<file path="config.mk">
export PLATFORM = sky130hd
export DESIGN_NAME = xxt_cell
export DESIGN_NICKNAME = d
export VERILOG_FILES = /design/src/xxt_pkg.sv /design/src/xxt_cell.sv
export SDC_FILE = /design/constraint.sdc
export NUM_CORES = 1
export LEC_CHECK = 0
export BUFFER_PORTS_ARGS = -buffer_cell sky130_fd_sc_hd__buf_2
export CORE_ASPECT_RATIO = 0.6
export CORE_MARGIN = 5
export CORE_UTILIZATION = 35
export CTS_CLUSTER_SIZE = 8
export DETAILED_ROUTE_END_ITERATION = 8
export HOLD_SLACK_MARGIN = 0.1
export MAX_ROUTING_LAYER = met4
export PLACE_DENSITY = 0.56
export SYNTH_ARGS = -nofsm -noshare
export SYNTH_HDL_FRONTEND = slang
export SYNTH_SLANG_ARGS = --single-unit
</file>
<file path="constraint.sdc">
create_clock -name clk -period 9.35 [get_ports clk]
set_input_delay 0.935 -clock clk [delete_from_list [all_inputs] [get_ports clk]]
set_output_delay 0.935 -clock clk [all_outputs]
set_load 0.02 [all_outputs]
</file>
<file path="src/xxt_pkg.sv">
// ----------------------------------------------------------------------------
// xxt_pkg
// Types and constants shared by the four-word XXTEA cipher pipeline.
// ----------------------------------------------------------------------------
package xxt_pkg;

  localparam int WORD_W      = 32;
  localparam int BLOCK_WORDS = 4;
  localparam int ROUND_COUNT = 19;
  localparam int STAGES      = ROUND_COUNT * BLOCK_WORDS;
  localparam int CFG_IDX_W   = 8;

  typedef logic [WORD_W-1:0]                   word_t;
  typedef logic [BLOCK_WORDS-1:0][WORD_W-1:0]  block_t;
  typedef logic [BLOCK_WORDS-1:0][WORD_W-1:0]  key_t;
  typedef logic [1:0]                          widx_t;
  typedef logic [CFG_IDX_W-1:0]                cfg_idx_t;

  localparam word_t       DELTA        = 32'h9E37_79B9;
  localparam logic [63:0] SUM_PROD     = 64'(DELTA) * 64'(ROUND_COUNT);
  localparam word_t       SUM_DEC_INIT = SUM_PROD[WORD_W-1:0];
  localparam word_t       KEY_RESET    = 32'hFFFF_FFFF;

  // Operation select
  localparam logic CMD_ENCRYPT = 1'b0;
  localparam logic CMD_DECRYPT = 1'b1;

  // Configuration register indexes
  localparam cfg_idx_t REG_KEY0 = 8'd0;
  localparam cfg_idx_t REG_KEY1 = 8'd1;
  localparam cfg_idx_t REG_KEY2 = 8'd2;
  localparam cfg_idx_t REG_KEY3 = 8'd3;

  // Last word step of a round
  localparam widx_t LAST_STEP = 2'd3;

  // Data carried from one cell to the next
  typedef struct packed {
    logic   cmd;
    widx_t  step;
    word_t  sum;
    block_t w;
  } stage_t;

endpackage

</file>
<file path="src/xxt_cell.sv">
// ----------------------------------------------------------------------------
// xxt_cell
// One word update of XXTEA: mixes a word with its neighbors and the key,
// then registers the block for the next cell.
// ----------------------------------------------------------------------------
module xxt_cell (
  input  logic            clk,
  input  logic            rst_n,
  input  logic            adv_i,
  input  xxt_pkg::key_t   key_i,
  input  logic            valid_i,
  input  xxt_pkg::stage_t stage_i,
  output logic            valid_o,
  output xxt_pkg::stage_t stage_o
);

  logic            valid_r;
  xxt_pkg::stage_t stage_r;
  xxt_pkg::stage_t stage_nxt;

  xxt_pkg::widx_t p;
  xxt_pkg::widx_t e;
  xxt_pkg::widx_t kidx;
  xxt_pkg::word_t z;
  xxt_pkg::word_t y;
  xxt_pkg::word_t mix_a;
  xxt_pkg::word_t mix_b;
  xxt_pkg::word_t mix;
  xxt_pkg::word_t cur;

  // Decryption walks the words from the top down
  assign p    = (stage_i.cmd == xxt_pkg::CMD_DECRYPT) ? ~stage_i.step : stage_i.step;
  assign e    = stage_i.sum[3:2];
  assign kidx = p ^ e;
  assign z    = stage_i.w[p - 2'd1];
  assign y    = stage_i.w[p + 2'd1];
  assign cur  = stage_i.w[p];

  assign mix_a = ((z >> 5) ^ (y << 2)) + ((y >> 3) ^ (z << 4));
  assign mix_b = (stage_i.sum ^ y) + (key_i[kidx] ^ z);
  assign mix   = mix_a ^ mix_b;

  always_comb begin
    stage_nxt      = stage_i;
    stage_nxt.step = stage_i.step + 2'd1;
    if (stage_i.cmd == xxt_pkg::CMD_DECRYPT) begin
      stage_nxt.w[p] = cur - mix;
    end else begin
      stage_nxt.w[p] = cur + mix;
    end
    // Advance the round sum after the last word of the round
    if (stage_i.step == xxt_pkg::LAST_STEP) begin
      if (stage_i.cmd == xxt_pkg::CMD_DECRYPT) begin
        stage_nxt.sum = stage_i.sum - xxt_pkg::DELTA;
      end else begin
        stage_nxt.sum = stage_i.sum + xxt_pkg::DELTA;
      end
    end
  end

  always_ff @(posedge clk) begin
    if (!rst_n) begin
      valid_r <= 1'b0;
    end else if (adv_i) begin
      valid_r <= valid_i;
    end
  end

  always_ff @(posedge clk) begin
    if (adv_i) begin
      stage_r <= stage_nxt;
    end
  end

  assign valid_o = valid_r;
  assign stage_o = stage_r;

endmodule
</file>
==> results.sh <==
export IMPL_outcome="completed"
export IMPL_slew_viol_final=0
export IMPL_fin_skew_ns=0
export IMPL_synth_edf_count=163
export IMPL_arrival_ns=8.52
export IMPL_fin_ws_ns=1.05
export IMPL_drive_gt1_frac=0.268
export IMPL_die_x_um=305
export IMPL_crit_type="input port to register"
export IMPL_synthArstFlopShare=0
export IMPL_worstSetupStartpointType="input port"
export IMPL_drtIter0Drc=1464
export IMPL_grt_pass1_vias=16555
export IMPL_cts_setup_buffers=0
export IMPL_final_common_cell="buf_2"
export IMPL_worst_path_max_fanout=12
export IMPL_io_pins=459
export IMPL_grt_usage=0.239
export IMPL_core_region_area_mm2=0.0512
export IMPL_cts_htree_levels=4
export IMPL_cts_sinks=164
export IMPL_worstSkewPairLatency_ns=0.48
export IMPL_synth_cell_type_count=69
export IMPL_via_count=16827
export IMPL_dpl_worst_slack_ns=0.648
export IMPL_crit_required_ns=9.56
export IMPL_grt_ovfl_total=0
export IMPL_path_clk_slew_ns=0.09
export IMPL_layoutNonFillerInstCount=3079
export IMPL_fp_dieArea_mm2=0.0569
export IMPL_post_route_period_util=0.888
export IMPL_grt_first_pass_wirelength_mm=103
export IMPL_setup_tns_ns=0
export IMPL_synth_nets=2395
export IMPL_min_path_type="register to register"
export IMPL_tritoncts="built"
export IMPL_rsz0062_at_grt="false"
export IMPL_dp_cells=3045
export IMPL_synth_seq_area_share=0.269
export IMPL_holdBufCountCts=0
export IMPL_max_freq_ghz=0.120
export IMPL_cp_common_cell="o21ai_0"
export IMPL_synthFlopType="edfxtp_1"
export IMPL_synthCells=1941
export IMPL_grt_max_degree=70
export IMPL_dp_hpwl_mm=55.7
export IMPL_antenna_found_initial=6
export IMPL_dr_pass1_iters=5
export IMPL_hold_viol=0
export IMPL_relSlewSlack=0.309
export IMPL_gp_congestion=0.929
export IMPL_ant_nets=0
export IMPL_cp_end_kind="register"
export IMPL_place_port_buffers=458
export IMPL_cp_top_family="compound AO/OA/AOI/OAI gates"
export IMPL_synth_seq_cells=164
export IMPL_setup_violations=0
export IMPL_crit_slowest_cell="xnor2_2"
export IMPL_nets=2825
export IMPL_finalCriticalPeriod_ns=8.30
export IMPL_syn_area_mm2=0.0182
export IMPL_nFillCells=5133
export IMPL_cts_resized=0
export IMPL_crit_buf_inv=4
export IMPL_std_cell_rows=64
export IMPL_drc_errors=0
export IMPL_die_h_um=187
export IMPL_cts_made_buffers=17
export IMPL_cpPeakStageDelay_ns=0.86
export IMPL_initial_core_util=0.356
export IMPL_wl_per_cell_um=22.4
export IMPL_routed_wl_mm=69.1
export IMPL_synthToLayoutAreaGrowth_pct=20.9
export IMPL_final_cell_mix="buf_2, o21ai_0, nand2_1"
export IMPL_vias_per_cell=5.47
export IMPL_root_buffer="clkbuf_16"
export IMPL_clockBufferDepth=2
export IMPL_worst_pin_slew_ns=1.03
export IMPL_max_cap_violations=0
export IMPL_ys_warnings_count=0
export IMPL_postSynthAreaPerCell_um2=9.40
-- cell families after synthesis --
group | count (synthesis) | share of synthesized area
AOI/OAI and AO/OA | 536 | 0.178
and+or+nand+nor | 413 | 0.101
muxes | 223 | 0.171
buffers and inverters | 163 | 0.0339
xor gates and xnor gates | 283 | 0.137
DFF | 164 | 0.269
adders and majority gates | 159 | 0.111
-- stage by stage --
stage	util	hold slack, ns	cell area [µm²]
after floorplan	-	0.589	18200
after global placement	0.418	0.491	21400
after detailed placement	0.418	0.517	21400
after CTS	0.430	0.528	22100
after global routing	0.430	0.543	22100
final	0.430	0.526	22100
-- state kept, by name, indices dropped and copies added, names as in the netlist --
signal   flops
stage_o    163
valid_o      1
-- worst paths after layout --
kind	from	endpoint	slack [ns]	depth (start not counted)
setup / recovery	stage_i[162]	stage_o[31]$_DFFE_PP_	1.05	31
hold / removal	valid_o$_SDFFE_PN0P_	valid_o$_SDFFE_PN0P_	0.53	2
setup reg to reg	valid_o$_SDFFE_PN0P_	valid_o$_SDFFE_PN0P_	8.76	2
hold reg to reg	valid_o$_SDFFE_PN0P_	valid_o$_SDFFE_PN0P_	0.53	2
-- worst min-delay path, cell delays in order (launching register included) --
cell and delay (ns):
dfxtp_1 0.32, mux2i_1 0.06, nor2b_1 0.10
-- area by class of cell --
cell class / instances / area (µm²) / share of cell area
multi-input cells: 1614 / 12800 / 0.579
flip-flops and latches: 164 / 4910 / 0.223
repair buffers: 490 / 2560 / 0.116
well taps: 693 / 867 / 0.0393
clock buffers: 19 / 433 / 0.0196
inverters: 84 / 315 / 0.0143
clock inverters: 13 / 181 / 0.00822
diodes: 2 / 5.00 / 0.000227
-- cells in the mapped netlist, drive strengths merged, types with 11 or more instances --
cell / number / share of area
mux2: 29 / 0.018
a31oi: 16 / 0.0055
inv: 84 / 0.017
o21ai: 214 / 0.059
mux2i: 127 / 0.070
ha: 155 / 0.11
nand3: 21 / 0.0058
nand2b: 16 / 0.0055
nor2: 89 / 0.018
nor3: 15 / 0.0041
mux4: 67 / 0.083
nor2b: 18 / 0.0062
nand2: 201 / 0.041
o21a: 16 / 0.0066
a21oi: 128 / 0.035
o21bai: 18 / 0.0074
buf: 12 / 0.0029
xor2: 154 / 0.074
edfxtp: 163 / 0.27
a211oi: 17 / 0.0073
xnor2: 128 / 0.061
a21o: 48 / 0.020
nand4: 11 / 0.0038
o31ai: 14 / 0.0058
clkbuf: 67 / 0.014
-- layer usage --
metal  GRT usage  vias to the layer above  share of wire
met2       0.383                      577           0.47
met5           -                        -              0
met1       0.325                     8159           0.46
li1            -                     8028              -
met3      0.0423                       63          0.058
met4      0.0419                        0          0.016
Power is not shown: default switching activity piles up to over one toggle a cycle in this logic, so the estimate is an artifact.
